$ cat src/rtl/tgp_pkg.sv
// shared types and codes for the turtle grid plotter
`timescale 1ns / 1ps

package tgp_pkg;

  // command codes
  localparam logic [2:0] OP_PEN_UP     = 3'd0;
  localparam logic [2:0] OP_PEN_DOWN   = 3'd1;
  localparam logic [2:0] OP_TURN_RIGHT = 3'd2;
  localparam logic [2:0] OP_TURN_LEFT  = 3'd3;
  localparam logic [2:0] OP_FORWARD    = 3'd4;
  localparam logic [2:0] OP_READ_ROW   = 3'd5;

  // heading codes
  localparam logic [1:0] HEAD_EAST  = 2'd0;
  localparam logic [1:0] HEAD_SOUTH = 2'd1;
  localparam logic [1:0] HEAD_WEST  = 2'd2;
  localparam logic [1:0] HEAD_NORTH = 2'd3;

  typedef struct packed {
    logic [2:0] op;
    logic [5:0] distance;
    logic [4:0] row_select;
  } in_item_t;

  typedef struct packed {
    logic [4:0]  row_pos;
    logic [4:0]  col_pos;
    logic [1:0]  heading;
    logic        pen_down;
    logic [31:0] row_bits;
  } out_item_t;

  typedef enum logic [1:0] {
    S_IDLE,
    S_STEP,
    S_READ,
    S_DONE
  } state_t;

  // controller to datapath
  typedef struct packed {
    logic accept;
    logic step;
    logic cap_row;
    logic load_out;
  } cmd_t;

  // datapath to controller
  typedef struct packed {
    logic last_step;
    logic out_free;
  } status_t;

endpackage

$ cat src/rtl/tgp_ram.sv
// generic simple dual port ram with registered read
`timescale 1ns / 1ps

module tgp_ram #(
  parameter int WIDTH = 32,
  parameter int DEPTH = 32
) (
  input  logic                     clk,
  input  logic                     we,
  input  logic [$clog2(DEPTH)-1:0] waddr,
  input  logic [WIDTH-1:0]         wdata,
  input  logic [$clog2(DEPTH)-1:0] raddr,
  output logic [WIDTH-1:0]         rdata
);

  logic [WIDTH-1:0] mem [DEPTH];
  logic [WIDTH-1:0] rdata_r;

  always_ff @(posedge clk) begin
    if (we) begin
      mem[waddr] <= wdata;
    end
    rdata_r <= mem[raddr];
  end

  assign rdata = rdata_r;

endmodule

$ cat src/rtl/tgp_ctrl.sv
// command sequencer for the turtle grid plotter
`timescale 1ns / 1ps

module tgp_ctrl (
  input  logic              clk,
  input  logic              rst_n,
  input  logic              in_valid,
  input  tgp_pkg::in_item_t in_data,
  output logic              in_stall,
  input  tgp_pkg::status_t  status,
  output tgp_pkg::cmd_t     cmd
);

  tgp_pkg::state_t state_r, state_nxt;
  logic            accept;

  assign in_stall = (state_r != tgp_pkg::S_IDLE);
  assign accept   = in_valid && !in_stall;

  always_ff @(posedge clk) begin
    if (!rst_n) begin
      state_r <= tgp_pkg::S_IDLE;
    end else begin
      state_r <= state_nxt;
    end
  end

  // next state
  always_comb begin
    state_nxt = state_r;
    case (state_r)
      tgp_pkg::S_IDLE: begin
        if (accept) begin
          if (in_data.op == tgp_pkg::OP_FORWARD && in_data.distance != 6'd0) begin
            state_nxt = tgp_pkg::S_STEP;
          end else if (in_data.op == tgp_pkg::OP_READ_ROW) begin
            state_nxt = tgp_pkg::S_READ;
          end else begin
            state_nxt = tgp_pkg::S_DONE;
          end
        end
      end
      tgp_pkg::S_STEP: begin
        if (status.last_step) begin
          state_nxt = tgp_pkg::S_DONE;
        end
      end
      tgp_pkg::S_READ: begin
        state_nxt = tgp_pkg::S_DONE;
      end
      tgp_pkg::S_DONE: begin
        if (status.out_free) begin
          state_nxt = tgp_pkg::S_IDLE;
        end
      end
      default: begin
        state_nxt = tgp_pkg::S_IDLE;
      end
    endcase
  end

  // commands
  always_comb begin
    cmd = '0;
    case (state_r)
      tgp_pkg::S_IDLE: cmd.accept   = accept;
      tgp_pkg::S_STEP: cmd.step     = 1'b1;
      tgp_pkg::S_READ: cmd.cap_row  = 1'b1;
      tgp_pkg::S_DONE: cmd.load_out = status.out_free;
      default:         cmd          = '0;
    endcase
  end

endmodule

$ cat src/rtl/tgp_datapath.sv
// turtle position, heading, pen, grid store and result register
`timescale 1ns / 1ps

module tgp_datapath #(
  parameter int GRID_SIZE = 32
) (
  input  logic               clk,
  input  logic               rst_n,
  input  tgp_pkg::in_item_t  in_data,
  input  tgp_pkg::cmd_t      cmd,
  output tgp_pkg::status_t   status,
  output logic               out_valid,
  input  logic               out_stall,
  output tgp_pkg::out_item_t out_data
);

  localparam int POS_W = $clog2(GRID_SIZE);

  logic [POS_W-1:0]     row_r, row_nxt, col_r, col_nxt;
  logic [1:0]           dir_r, dir_nxt;
  logic                 pen_r, pen_nxt;
  logic [5:0]           cnt_r, cnt_nxt;
  logic                 sel_ok_r, sel_ok_nxt;
  logic [31:0]          bits_r, bits_nxt;
  logic                 wp_r, wp_nxt;
  logic [POS_W-1:0]     wrow_r, wrow_nxt, wcol_r, wcol_nxt;
  logic                 fwd_r, fwd_nxt;
  logic [GRID_SIZE-1:0] fwd_data_r;
  logic                 rvld_r;
  logic [GRID_SIZE-1:0] valid_r, valid_nxt;
  logic                 out_valid_r, out_valid_nxt;
  tgp_pkg::out_item_t   out_data_r;

  logic [POS_W:0]       row_inc, col_inc;
  logic [POS_W-1:0]     step_row, step_col;
  logic [POS_W+4:0]     sel_ext, row_ext, col_ext;
  logic [POS_W-1:0]     sel_idx, raddr;
  logic [GRID_SIZE-1:0] rdata, base, wdata, rd_masked;
  logic [GRID_SIZE+31:0] bits_ext;

  assign row_inc = (POS_W+1)'(row_r) + (POS_W+1)'(1);
  assign col_inc = (POS_W+1)'(col_r) + (POS_W+1)'(1);

  // one cell toward the heading, held at the edge
  always_comb begin
    step_row = row_r;
    step_col = col_r;
    case (dir_r)
      tgp_pkg::HEAD_EAST: begin
        if (col_inc < (POS_W+1)'(GRID_SIZE)) step_col = col_inc[POS_W-1:0];
      end
      tgp_pkg::HEAD_SOUTH: begin
        if (row_inc < (POS_W+1)'(GRID_SIZE)) step_row = row_inc[POS_W-1:0];
      end
      tgp_pkg::HEAD_WEST: begin
        if (col_r != '0) step_col = col_r - POS_W'(1);
      end
      tgp_pkg::HEAD_NORTH: begin
        if (row_r != '0) step_row = row_r - POS_W'(1);
      end
      default: begin
        step_row = row_r;
      end
    endcase
  end

  assign sel_ext = (POS_W+5)'(in_data.row_select);
  assign sel_idx = sel_ext[POS_W-1:0];
  assign raddr   = cmd.step ? step_row : sel_idx;

  // rows never written read as zero
  assign rd_masked = rvld_r ? rdata : '0;
  assign base      = fwd_r ? fwd_data_r : rd_masked;
  assign wdata     = base | (GRID_SIZE'(1) << wcol_r);
  assign bits_ext  = (GRID_SIZE+32)'(rd_masked);

  tgp_ram #(
    .WIDTH (GRID_SIZE),
    .DEPTH (GRID_SIZE)
  ) u_grid (
    .clk   (clk),
    .we    (wp_r),
    .waddr (wrow_r),
    .wdata (wdata),
    .raddr (raddr),
    .rdata (rdata)
  );

  always_comb begin
    row_nxt    = row_r;
    col_nxt    = col_r;
    dir_nxt    = dir_r;
    pen_nxt    = pen_r;
    cnt_nxt    = cnt_r;
    sel_ok_nxt = sel_ok_r;
    bits_nxt   = bits_r;
    wp_nxt     = 1'b0;
    wrow_nxt   = wrow_r;
    wcol_nxt   = wcol_r;
    fwd_nxt    = 1'b0;
    valid_nxt  = valid_r;
    if (wp_r) begin
      valid_nxt[wrow_r] = 1'b1;
    end
    if (cmd.accept) begin
      cnt_nxt    = in_data.distance;
      sel_ok_nxt = 7'(in_data.row_select) < 7'(GRID_SIZE);
      bits_nxt   = '0;
      case (in_data.op)
        tgp_pkg::OP_PEN_UP:     pen_nxt = 1'b0;
        tgp_pkg::OP_PEN_DOWN:   pen_nxt = 1'b1;
        tgp_pkg::OP_TURN_RIGHT: dir_nxt = dir_r + 2'd1;
        tgp_pkg::OP_TURN_LEFT:  dir_nxt = dir_r + 2'd3;
        default:                dir_nxt = dir_r;
      endcase
    end
    if (cmd.step) begin
      row_nxt  = step_row;
      col_nxt  = step_col;
      cnt_nxt  = cnt_r - 6'd1;
      wp_nxt   = pen_r;
      wrow_nxt = step_row;
      wcol_nxt = step_col;
      // same row being written right now: the read returns stale data
      fwd_nxt  = wp_r && (wrow_r == step_row);
    end
    if (cmd.cap_row) begin
      bits_nxt = sel_ok_r ? bits_ext[31:0] : '0;
    end
  end

  always_ff @(posedge clk) begin
    if (!rst_n) begin
      row_r    <= '0;
      col_r    <= '0;
      dir_r    <= tgp_pkg::HEAD_EAST;
      pen_r    <= 1'b0;
      cnt_r    <= '0;
      wp_r     <= 1'b0;
      fwd_r    <= 1'b0;
      valid_r  <= '0;
    end else begin
      row_r    <= row_nxt;
      col_r    <= col_nxt;
      dir_r    <= dir_nxt;
      pen_r    <= pen_nxt;
      cnt_r    <= cnt_nxt;
      wp_r     <= wp_nxt;
      fwd_r    <= fwd_nxt;
      valid_r  <= valid_nxt;
    end
  end

  always_ff @(posedge clk) begin
    sel_ok_r   <= sel_ok_nxt;
    bits_r     <= bits_nxt;
    wrow_r     <= wrow_nxt;
    wcol_r     <= wcol_nxt;
    fwd_data_r <= wdata;
    rvld_r     <= valid_r[raddr];
  end

  // result register
  assign status.out_free  = !out_valid_r || !out_stall;
  assign status.last_step = (cnt_r == 6'd1);

  assign row_ext = (POS_W+5)'(row_r);
  assign col_ext = (POS_W+5)'(col_r);

  always_comb begin
    out_valid_nxt = out_valid_r;
    if (cmd.load_out) begin
      out_valid_nxt = 1'b1;
    end else if (!out_stall) begin
      out_valid_nxt = 1'b0;
    end
  end

  always_ff @(posedge clk) begin
    if (!rst_n) begin
      out_valid_r <= 1'b0;
    end else begin
      out_valid_r <= out_valid_nxt;
    end
  end

  always_ff @(posedge clk) begin
    if (cmd.load_out) begin
      out_data_r.row_pos  <= row_ext[4:0];
      out_data_r.col_pos  <= col_ext[4:0];
      out_data_r.heading  <= dir_r;
      out_data_r.pen_down <= pen_r;
      out_data_r.row_bits <= bits_r;
    end
  end

  assign out_valid = out_valid_r;
  assign out_data  = out_data_r;

`ifndef SYNTHESIS
  a_step_has_count: assert property (@(posedge clk) disable iff (!rst_n)
    cmd.step |-> cnt_r != 6'd0)
    else $error("step issued with no distance left");

  a_load_when_free: assert property (@(posedge clk) disable iff (!rst_n)
    cmd.load_out |-> status.out_free)
    else $error("result loaded over an untaken result");

  a_cap_after_issue: assert property (@(posedge clk) disable iff (!rst_n)
    cmd.cap_row |-> $past(cmd.accept))
    else $error("row captured without a read issued the cycle before");

  a_no_write_at_accept: assert property (@(posedge clk) disable iff (!rst_n)
    wp_r |-> !cmd.accept)
    else $error("grid write still pending when a new item starts");
`endif

endmodule

$ cat src/rtl/turtle_grid_plotter_top.sv
// top level of the turtle grid plotter
`timescale 1ns / 1ps

// Turtle on a GRID_SIZE x GRID_SIZE bitmap. One item in gives exactly one
// item out showing the turtle after the command. Pen up/down, turns and
// unused op codes go straight to the result; read row first waits for the
// registered grid read; forward walks one cell per cycle through the
// separate read and write ports of the grid memory with a read-modify-write
// pipeline and a bypass for back to back marks on the same row. Input is
// taken only when the previous item is finished; a finished result waits
// in the output register, and the next item is accepted while it waits.
// Grid rows carry one valid flop each, so the grid is all zero right after
// reset with no clearing pass.

module turtle_grid_plotter_top #(
  parameter int GRID_SIZE = 32
) (
  input  logic               clk,
  input  logic               rst_n,
  // command items
  input  logic               in_valid,
  output logic               in_stall,
  input  tgp_pkg::in_item_t  in_data,
  // result items
  output logic               out_valid,
  input  logic               out_stall,
  output tgp_pkg::out_item_t out_data
);

  tgp_pkg::cmd_t    cmd;
  tgp_pkg::status_t status;

  // sequencer: accept, walk, read, hand off
  tgp_ctrl u_ctrl (
    .clk      (clk),
    .rst_n    (rst_n),
    .in_valid (in_valid),
    .in_data  (in_data),
    .in_stall (in_stall),
    .status   (status),
    .cmd      (cmd)
  );

  // turtle state, grid memory and output register
  tgp_datapath #(
    .GRID_SIZE (GRID_SIZE)
  ) u_datapath (
    .clk       (clk),
    .rst_n     (rst_n),
    .in_data   (in_data),
    .cmd       (cmd),
    .status    (status),
    .out_valid (out_valid),
    .out_stall (out_stall),
    .out_data  (out_data)
  );

endmodule

$ cat config.mk
export PLATFORM = sky130hd
export DESIGN_NAME = turtle_grid_plotter_top
export DESIGN_NICKNAME = d
export VERILOG_FILES = /design/src/rtl/tgp_pkg.sv /design/src/rtl/tgp_ram.sv /design/src/rtl/tgp_ctrl.sv /design/src/rtl/tgp_datapath.sv /design/src/rtl/turtle_grid_plotter_top.sv
export SDC_FILE = /design/constraint.sdc
export NUM_CORES = 1
export LEC_CHECK = 0
export BUFFER_PORTS_ARGS = -buffer_cell sky130_fd_sc_hd__buf_2
export CELL_PAD_IN_SITES_DETAIL_PLACEMENT = 0
export CELL_PAD_IN_SITES_GLOBAL_PLACEMENT = 1
export CORE_ASPECT_RATIO = 1.25
export CORE_UTILIZATION = 52
export DETAILED_ROUTE_END_ITERATION = 16
export GPL_TIMING_DRIVEN = 0
export PLACE_DENSITY_LB_ADDON = 0.1
export SYNTH_ARGS = -nofsm -noshare
export SYNTH_HDL_FRONTEND = slang
export SYNTH_SLANG_ARGS = --single-unit
$ cat constraint.sdc
create_clock -name clk -period 4.25 [get_ports clk]
set_input_delay 0 -clock clk [delete_from_list [all_inputs] [get_ports clk]]
set_output_delay 0 -clock clk [all_outputs]
set_load 0.02 [all_outputs]
### Word-level counts from Yosys, hierarchy flattened

Memory sizes are Yosys's and may differ from the RTL's. A register that Yosys moved wholly into a read port is not among the register bits.
Index checks and enable logic that the tools add are counted.

* add/subtract/negate cells: 7
* multipliers: 0
* divide/modulo/power cells: 0
* order comparisons: 5
* eq/ne operators: 17
* shifts and indexed selects: 1
* mux-type cells: 33
* bitwise operators: 2
* reduce and logical (&&, ||, !) cells: 23

Operator list (count)
* 32-bit two-way mux: 4
* 32-bit OR: 2
* 1-bit by 5-bit left shift with 32-bit output (first input constant): 1
* 5-bit two-way mux: 5
* 5-bit one-hot mux with 2 select lines: 2
* 5-bit by 1-bit adder with 6-bit output (second input constant): 2
* 5-bit by 6-bit < comparator with 1-bit output (second input constant): 2
* 6-bit < comparator (second input constant): 2
* 6-bit two-way mux: 2
* 1-bit two-way mux: 11
* 2-bit nonzero test: 5
* 5-bit nonzero test: 2
* 5-bit by 1-bit subtractor with 5-bit output (second input constant): 2
* 2-bit equality test (second input constant): 4
* 2-bit two-way mux: 4
* 2-bit one-hot mux with 4 select lines: 1
* 3-bit by 2-bit equality test with 1-bit output (second input constant): 2
* 3-bit equality test (second input constant): 2
* 6-bit by 1-bit equality test with 1-bit output (second input constant): 1
* 2-bit by 1-bit != test with 1-bit output (second input constant): 3
* 2-bit AND reduction: 3
* 6-bit nonzero test: 1
* 6-bit by 1-bit subtractor with 6-bit output (second input constant): 1
* 1-bit binary-select mux with 5-bit select: 1
* 16 further kinds: 23

* bits in registers: 176
* latch bits: 0
* bits in writable memories: 1024
* ROM bits: 0
* bits of input ports: 18
* output and inout port bits: 47
* memories kept: 1

Memory list
* u_datapath.u_grid.mem: words 32, width 32, rd ports 1, clocked after Yosys merged registers in 1, write ports 1, line tgp_ram.sv:16 `logic [WIDTH-1:0] mem [DEPTH];`

### Longest topological paths before layout

Gate-level depths: netlist (run 1).

* depth in word-level cells: 7
* depth in mapped cells: 14
* depth with buffers taken out: 10

### By module

Synthesis (run 1) repeated with hierarchy kept, for this count alone.

* cell total of the unflattened synthesis: 2961
* area total of the unflattened synthesis: 48136.2 sq um

By module, submodules not included
* tgp_ram: times used 1, cells an instance 2260, area each 40485.1 sq um
* tgp_datapath: times used 1, cells an instance 672, area each 7408.4 sq um
* tgp_ctrl: times used 1, cells an instance 29, area each 242.7 sq um

### Worst setup path before layout (run 1)

OpenSTA, ideal clock, no wires.

* path type: flip-flop to flip-flop
* start point: register u_ctrl.state_r[0]
* end point: register u_datapath.out_data_r (netlist bit u_datapath.out_data[0]) (enable)
* arrival time: 2.576 ns
* slack: 1.221 ns
* cell stages (with the launch flop): 3
* path buffers: 0
* clock period less this slack: 3.029 ns
* cell sequence: dfxtp_1 ha_1 nor2b_1

* longest elaborated chain between the ends: 2

RTL lines
* start: declaration: line tgp_ctrl.sv:14 `tgp_pkg::state_t state_r, state_nxt;`
* start signal: assignment: line tgp_ctrl.sv:22 `state_r <= tgp_pkg::S_IDLE;`
* start signal: assignment: line tgp_ctrl.sv:24 `state_r <= state_nxt;`
* 2-bit equality test: line tgp_ctrl.sv:65 `case (state_r)`
* 1-bit two-way mux: line tgp_ctrl.sv:65
* end: declaration: line tgp_datapath.sv:32 `tgp_pkg::out_item_t out_data_r;`

Every way passes these cells.
A chain may end at the register's enable or synchronous reset.

### Worst setup path in the final report (run 1)

* start point: register u_datapath.row_r[0]
* end point: register u_datapath.u_grid.rdata_r[1] (netlist: u_datapath.u_grid.rdata[1]), read port of u_datapath.u_grid.mem

* longest elaborated chain between the ends: 5
* elaborated cells on any way between the ends: 8
* those cells by class: 2 x add/sub; 1 x order compare; 4 x mux; 1 x reduce/logical

RTL lines
* start: declaration: line tgp_datapath.sv:19 `logic [POS_W-1:0] row_r, row_nxt, col_r, col_nxt;`
* start signal: assignment: line tgp_datapath.sv:143 `row_r <= row_nxt;`
* 5-bit by 1-bit adder with 6-bit output: line tgp_datapath.sv:41 `assign row_inc = (POS_W+1)'(row_r) + (POS_W+1)'(1);`
* 6-bit < comparator: line tgp_datapath.sv:53 `if (row_inc < (POS_W+1)'(GRID_SIZE)) step_row = row_inc[POS_W-1:0];`
* 5-bit two-way mux: line tgp_datapath.sv:53
* 5-bit one-hot mux with 2 select lines *: line tgp_datapath.sv:48 `case (dir_r)`
* 5-bit two-way mux *: line tgp_datapath.sv:69 `assign raddr = cmd.step ? step_row : sel_idx;`
* end: declaration: line tgp_ram.sv:17 `logic [WIDTH-1:0] rdata_r;`

Every way passes the cells marked *; elsewhere a longest branch is shown, timed or not.

==> results of run 1 <==
[through the flow]
stage          hold WS (ns)  setup WS, ns  TNS (ns)  instances
2_1_floorplan         0.118          1.22         0       3618
3_3_place_gp          0.313        -0.922    -92.81       4879
3_5_place_dp          0.312        -0.636    -15.12       4942
4_1_cts              0.0535       0.00117         0       5182
5_1_grt               0.159       0.00957         0       5182
6_report              0.116        0.0682         0       5182
[final cells by class]
cell class / instances / share of cell area, %
Sequential cell: 1232 / 64.2
Clock buffer: 150 / 5.73
Tap cell: 1197 / 2.69
Inverter: 15 / 0.101
Clock inverter: 66 / 1.15
Multi-Input combinational cell: 2134 / 20.9
Timing Repair Buffer: 151 / 3.35
Buffer: 237 / 1.91
[Yosys cell counts (all sizes together), types with 2 or more instances]
cell,n,area [sq um]
mux2i,42,424
a211oi,42,315
o211a,3,30.0
nand4,36,225
clkinv,2,7.51
nor3,14,85.1
clkbuf,128,480
ha,11,138
nor2,127,482
nor2b,4,25.0
a21oi,179,896
a21o,3,22.5
o31ai,2,28.8
dfxtp,121,2420
nand3b,9,67.6
nand2b,5,31.3
and2,35,219
buf,109,547
a311oi,35,307
a31oi,67,419
a22oi,35,263
and3,105,657
or3b,5,43.8
a32oi,66,578
xnor2,9,78.8
o21ai,7,35.0
nand4b,2,17.5
o221ai,30,263
or3,3,18.8
inv,13,48.8
nand2,946,3550
xor2,4,35.0
edfxtp,1111,33400
a221o,2,20.0
nand3,281,1420
a221oi,2,41.3
[worst paths after layout]
path,to,slack (ns),start,cells after the start
max,u_datapath.u_grid.rdata[1]$_DFF_P_,0.07,u_datapath.row_r[0]$_SDFFE_PN0P_,12
min,u_datapath.rvld_r$_DFF_P_,0.12,in_data[0],6
max reg2reg,u_datapath.u_grid.rdata[1]$_DFF_P_,0.07,u_datapath.row_r[0]$_SDFFE_PN0P_,12
min reg2reg,u_datapath.out_data[17]$_DFFE_PP_,0.42,u_datapath.bits_r[17]$_SDFFCE_PN0P_,0
[report_power, final]
part	total (mW)	internal, mW	switching [mW]
logic	8.67	2.38	6.30
registers	15.1	14.7	0.367
clock network	10.4	5.95	4.47
[worst max-delay path: cells and delay by family (launching register included)]
| family | cells | cell delay [ns] |
|---|---|---|
| DFF | 1 | 0.32 |
| adders and majority gates | 1 | 0.27 |
| AOI/OAI and AO/OA | 2 | 0.84 |
| and+or+nand+nor | 3 | 0.76 |
| muxes | 1 | 0.38 |
| buffers and inverters | 5 | 1.40 |
[state kept, by name, summed over array words and instances (netlist names), 2 cells and up]
signal and cells:
u_datapath.cnt_r 6, u_datapath.out_data 45, u_datapath.u_grid.rdata 32, u_datapath.wrow_r 5, u_datapath.col_r 5, u_datapath.fwd_data_r 32, u_datapath.dir_r 2, u_datapath.u_grid.mem 1024
u_datapath.bits_r 32, u_datapath.valid_r 32, u_datapath.wcol_r 5, u_datapath.row_r 5, u_ctrl.state_r 2
[repair_timing]
| item | 4_1_cts | 5_1_grt |
|---|---|---|
| pin swaps | 1 | 0 |
| endpoints found under the hold margin | 37 | 0 |
| setup endpoints to repair | 33 | 33 |
| hold buffers | 20 | 0 |
| buffers inserted | 4 | 0 |
| resized for setup | 10 | 47 |
[cell families (layout without fill, tap and decap cells)]
| kind of cell | after synthesis | in the layout | synth area share [%] |
|---|---|---|---|
| adders and majority gates | 11 | 11 | 0.288 |
| and+or+nand+nor | 1579 | 1579 | 14.5 |
| xor gates and xnor gates | 13 | 13 | 0.238 |
| buffers and inverters | 252 | 619 | 2.27 |
| AOI/OAI and AO/OA | 488 | 488 | 7.00 |
| muxes | 43 | 43 | 0.911 |
| DFF | 1232 | 1232 | 74.8 |
[per-layer routing]
layer	share of wire [%]	wire length, um	up-vias
met5	0.013	18	-
met4	3.8	5100	2
met3	6.2	8390	235
met2	52	70500	1126
met1	38	51300	15400
li1	-	-	13900
==> flow_metrics.env, run 1 <==
export IMPL_total_congestion_overflow=0
export IMPL_globalplace_congestion=0.952
export IMPL_power_per_cell_area_nw_per_um2=613
export IMPL_route_detailed_vias_per_inst=5.92
export IMPL_postLayoutCellArea_sq_um=55700
export IMPL_ys_seq_elements=1232
export IMPL_footprint_of_the_multi_input_gates_sq_um=11600
export IMPL_final_cell_mix="1111 x sky130_fd_sc_hd__edfxtp_1, 945 x sky130_fd_sc_hd__nand2_1, 280 x sky130_fd_sc_hd__nand3_1"
export IMPL_globalRoute_busiestLayer="met2"
export IMPL_drt_antenna_violating_nets=0
export IMPL_drtPass1Iterations=8
export IMPL_antenna_found_initial=4
export IMPL_area_growth_syn_to_layout_pct=16.5
export IMPL_num_clock_sinks=1232
export IMPL_groute_usage_overall_pct=29.2
export IMPL_nFillCells=6989
export IMPL_routed_wirelength_um=135000
export IMPL_max_stage_delay_ns=0.48
export IMPL_hold_violations=0
export IMPL_detail_route_iter0_violations=3011
export IMPL_cts_inserted_buffers=115
export IMPL_dp_hpwl_um=97200
export IMPL_timing_hold_worst_class="input pin to register"
export IMPL_max_cap_viol_count=0
export IMPL_cp_cell_sequence="clkbuf_1 > inv_1 > ha_1 > nor4b_4 > mux2i_2 > o31a_1 > buf_2 > clkbuf_4 > nor2_2 > buf_2 > a32oi_1 > nand4_1"
export IMPL_post_route_drc_count=0
export IMPL_tritoncts="built"
export IMPL_grt_setup_unrepaired="no"
export IMPL_nets=3915
export IMPL_die_height_um=341
export IMPL_floorplan_initialDensity_pct=52.4
export IMPL_placement_io_buffers=64
export IMPL_count_of_flip_flops_with_a_built_in_enable_after_synthesis=1111
export IMPL_maxClockFrequency_mhz=239
export IMPL_drv_slew=0
export IMPL_met3_usage_pct=3.83
export IMPL_cts_max_path_buffers=3
export IMPL_h_tree_depth=3
export IMPL_layout_cells_most_common="sky130_fd_sc_hd__edfxtp_1"
export IMPL_global_route_usage_met1_pct=35.5
export IMPL_syn_nets=3647
export IMPL_total_leakage_power_nw=19.5
export IMPL_clk_transition_reported_paths_ns=0.06
export IMPL_syn_avg_cell_area_sq_um=13.2
export IMPL_final_period_utilization_pct=98.4
export IMPL_core_area_sq_um=91200
export IMPL_cts_root_buf="sky130_fd_sc_hd__clkbuf_16"
export IMPL_arrival_time_at_the_worst_endpoint_ns=4.71
export IMPL_ys_async_sr_fraction_pct=0
export IMPL_dominantRegCellSynth="sky130_fd_sc_hd__edfxtp_1"
export IMPL_synth_distinct_cells=67
export IMPL_route_vias_total=30700
export IMPL_grt_use_met2_pct=52.1
export IMPL_die_area_sq_um=93200
export IMPL_setup_worst_path_start_class="register"
export IMPL_num_io_pins=65
export IMPL_crit_type="register to register"
export IMPL_syn_inst=3618
export IMPL_final_period_minus_worst_setup_slack_ns=4.18
export IMPL_first_global_vias=30700
export IMPL_run_status="complete, no violations"
export IMPL_drive_above_1_share_pct=13.2
export IMPL_num_rows=124
export IMPL_clkLatencyLatePin_ns=0.71
export IMPL_critical_path_peak_fanout=10
export IMPL_worst_pin_slew_ns=1.21
export IMPL_clock_skew_ns=0.0291
export IMPL_critPathCaptureType="register"
export IMPL_seq_area_frac_synth_pct=74.8
export IMPL_detailed_place_area_sq_um=51500
export IMPL_cp_required_ns=4.78
export IMPL_worst_ir_drop_on_vdd_uv=386
export IMPL_warning_count_from_the_yosys_run=0
export IMPL_grt_pass1_wl_um=198000
export IMPL_die_x_um=273
export IMPL_drt_wirelength_per_cell_um=26.1
export IMPL_diodes=0
export IMPL_setup_violations=0
export IMPL_cell_area_after_technology_mapping_sq_um=47800
export IMPL_worst_slew_margin_relative_to_its_limit_pct=19.6
export IMPL_layout_core_utilization_pct=61.1
export IMPL_power_total_mw=34.2
export IMPL_total_area_of_sequential_cells_sq_um=35800
export IMPL_critPathMostFrequentCell="sky130_fd_sc_hd__buf_2"
export IMPL_grt_max_degree=34
export IMPL_cpMaxStageDelayCell="sky130_fd_sc_hd__a32oi_1"
Note: power is estimated with default switching activity, not from simulation.
==> run 2, diff against run 1 <==
--- a/config.mk
+++ b/config.mk
@@ -6,10 +6,8 @@
 export NUM_CORES = 1
 export LEC_CHECK = 0
 export BUFFER_PORTS_ARGS = -buffer_cell sky130_fd_sc_hd__buf_2
-export CELL_PAD_IN_SITES_DETAIL_PLACEMENT = 0
-export CELL_PAD_IN_SITES_GLOBAL_PLACEMENT = 1
 export CORE_ASPECT_RATIO = 1.25
-export CORE_UTILIZATION = 52
+export CORE_UTILIZATION = 62
 export DETAILED_ROUTE_END_ITERATION = 16
 export GPL_TIMING_DRIVEN = 0
 export PLACE_DENSITY_LB_ADDON = 0.1
==> run 2 against run 1 <==
Count of clock-buffer cells in the layout decreased by 3. Critical path type unchanged. Highest routed layer unchanged. Global-route usage increased by 4.2 points. Clock skew decreased by 0.0078 ns. Via count increased by 1.8%. Cell area decreased by 0.71%. Core utilization increased by 12 points. First-iteration DRC count increased by 17%. Combinational power decreased by 0.8%. Largest cell class unchanged. Register-to-register slack improved by 0.03 ns. Die area decreased by 16%. Non-clock buffer count decreased by 6. Worst setup slack improved by 0.028 ns.
==> flow_metrics.env, run 2 (same netlist as run 1, synthesis figures left out) <==
export IMPL_worst_slew_margin_relative_to_its_limit_pct=16.7
export IMPL_total_leakage_power_nw=19.4
export IMPL_drive_above_1_share_pct=12.9
export IMPL_die_height_um=312
export IMPL_worst_ir_drop_on_vdd_uv=509
export IMPL_worst_pin_slew_ns=1.25
export IMPL_route_vias_total=31200
export IMPL_dp_hpwl_um=92500
export IMPL_globalplace_congestion=0.957
export IMPL_h_tree_depth=3
export IMPL_arrival_time_at_the_worst_endpoint_ns=4.78
export IMPL_setup_worst_path_start_class="register"
export IMPL_cp_required_ns=4.88
export IMPL_route_detailed_vias_per_inst=6.31
export IMPL_worst_r2r_path_depth=13
export IMPL_num_io_pins=65
export IMPL_nFillCells=4831
export IMPL_grt_pass1_wl_um=191000
export IMPL_num_rows=113
export IMPL_routed_wirelength_um=130000
export IMPL_area_growth_syn_to_layout_pct=15.7
export IMPL_crit_start="u_datapath.row_r[0]$_SDFFE_PN0P_"
export IMPL_clock_skew_ns=0.0213
export IMPL_nets=3906
export IMPL_groute_usage_overall_pct=33.4
export IMPL_detail_route_iter0_violations=3508
export IMPL_postLayoutCellArea_sq_um=55300
export IMPL_cts_root_buf="sky130_fd_sc_hd__clkbuf_16"
export IMPL_final_period_minus_worst_setup_slack_ns=4.15
export IMPL_layout_cells_most_common="sky130_fd_sc_hd__edfxtp_1"
export IMPL_max_cap_viol_count=0
export IMPL_drv_slew=0
export IMPL_layout_core_utilization_pct=72.6
export IMPL_hold_path_depth=6
export IMPL_diodes=0
export IMPL_worst_hold_startpoint="in_data[0]"
export IMPL_timing_setup_tns_ns=0
export IMPL_maxClockFrequency_mhz=241
export IMPL_die_x_um=250
export IMPL_register_with_the_highest_flop_count="u_datapath.u_grid.mem"
export IMPL_cts_inserted_buffers=112
export IMPL_r2r_end="u_datapath.u_grid.rdata[28]$_DFF_P_"
export IMPL_placement_io_buffers=64
export IMPL_core_area_sq_um=76200
export IMPL_grt_max_degree=34
export IMPL_power_per_cell_area_nw_per_um2=613
export IMPL_setup_violations=0
export IMPL_antenna_found_initial=3
export IMPL_critPathCaptureType="register"
export IMPL_die_area_sq_um=78200
export IMPL_cts_max_path_buffers=3
export IMPL_run_status="complete, no violations"
export IMPL_drt_wirelength_per_cell_um=26.3
export IMPL_drt_antenna_violating_nets=0
export IMPL_grt_setup_unrepaired="no"
export IMPL_hold_violations=0
export IMPL_final_period_utilization_pct=97.7
export IMPL_tritoncts="built"
export IMPL_floorplan_initialDensity_pct=62.7
export IMPL_clkLatencyLatePin_ns=0.71
export IMPL_worst_r2r_setup_slack_ns=0.1
export IMPL_worstReg2RegStart="u_datapath.row_r[0]$_SDFFE_PN0P_"
export IMPL_num_clock_sinks=1232
export IMPL_drtPass1Iterations=6
export IMPL_worstHoldEndpoint="u_datapath.u_grid.rdata[31]$_DFF_P_"
export IMPL_first_global_vias=31300
export IMPL_final_cell_mix="1111 x sky130_fd_sc_hd__edfxtp_1, 946 x sky130_fd_sc_hd__nand2_1, 280 x sky130_fd_sc_hd__nand3_1"
export IMPL_post_route_drc_count=0
export IMPL_critical_path_peak_fanout=10
export IMPL_crit_type="register to register"
export IMPL_largest_reg_flops=1024
export IMPL_total_congestion_overflow=0
export IMPL_detailed_place_area_sq_um=51300
export IMPL_clk_transition_reported_paths_ns=0.06
export IMPL_timing_hold_worst_class="input pin to register"
==> run 2: cell types whose count changed in the layout (fill, tap and decap cells not counted), sizes merged <==
cell and delta:
buf -6, clkbuf -2, inv +2, bufinv -1, dlygate4sd3 -1
==> run 2: cell type report <==
class                      instances  area (sq um)  area share (%)
clock inverter                    67           648            1.17
multi-input combinational       2134         11600            21.0
sequential                      1232         35800            64.7
tap                              977          1220            2.21
buffer                           237          1060            1.91
clock buffer                     147          3080            5.56
timing repair buffer             145          1840            3.33
inverter                          15          56.3           0.102
==> run 2: how the worst max path moves through the flow <==
stage                                                     end  slack [ns]
after floorplan              u_datapath.out_data[0]$_DFFE_PP_        1.22
after global placement    u_datapath.u_grid.rdata[25]$_DFF_P_       -0.44
after detailed placement  u_datapath.u_grid.rdata[25]$_DFF_P_       -0.51
after CTS                  u_datapath.u_grid.rdata[2]$_DFF_P_        0.01
after global routing       u_datapath.u_grid.rdata[9]$_DFF_P_       0.002
final                     u_datapath.u_grid.rdata[28]$_DFF_P_         0.1
==> run 2: through the flow <==
step	worst slack [ns]	hold WS (ns)	power [mW]	cells
3_5_place_dp	-0.505	0.317	23.7	4719
4_1_cts	0.00965	0.0904	33.7	4952
2_1_floorplan	1.22	0.118	19.9	3618
6_report	0.0959	0.135	33.9	4954
3_3_place_gp	-0.440	0.310	23.0	4659
5_1_grt	0.00220	0.194	35.0	4954
==> run 2: what timing repair did <==
action / 4_1_cts / 5_1_grt
pin swaps: 0 / 1
endpoints found under the setup margin: 33 / 33
hold buffers: 19 / 0
endpoints found under the hold margin: 35 / 0
setup buffers: 0 / 2
gates resized for setup: 6 / 38
==> run 2: worst max-delay path: stages (launching register included) <==
cell and delay [ns]:
sky130_fd_sc_hd__dfxtp_1 0.35, sky130_fd_sc_hd__clkbuf_1 0.21, sky130_fd_sc_hd__inv_1 0.16, sky130_fd_sc_hd__ha_1 0.27, sky130_fd_sc_hd__nor4b_4 0.32, sky130_fd_sc_hd__mux2i_2 0.37, sky130_fd_sc_hd__o31a_1 0.39, sky130_fd_sc_hd__buf_2 0.38
sky130_fd_sc_hd__buf_2 0.37, sky130_fd_sc_hd__clkbuf_1 0.45, sky130_fd_sc_hd__nand2_1 0.13, sky130_fd_sc_hd__a311oi_1 0.47, sky130_fd_sc_hd__a21oi_1 0.10, sky130_fd_sc_hd__nand4_1 0.11
==> run 2: where the power goes <==
part           internal [mW]  switching, mW  leakage (nW)
Sequential              14.7          0.484          11.2
Clock                   5.73           4.39          1.82
Combinational           2.39           6.21          6.31
Total                   22.8           11.1          19.4
==> run 2: metal layers <==
layer | GRT usage [%] | share of wire [%]
met1 | 39.0 | 35
met2 | 58.0 | 51
met3 | 6.52 | 8.4
met4 | 18.9 | 5.6
met5 | 0 | 0.025
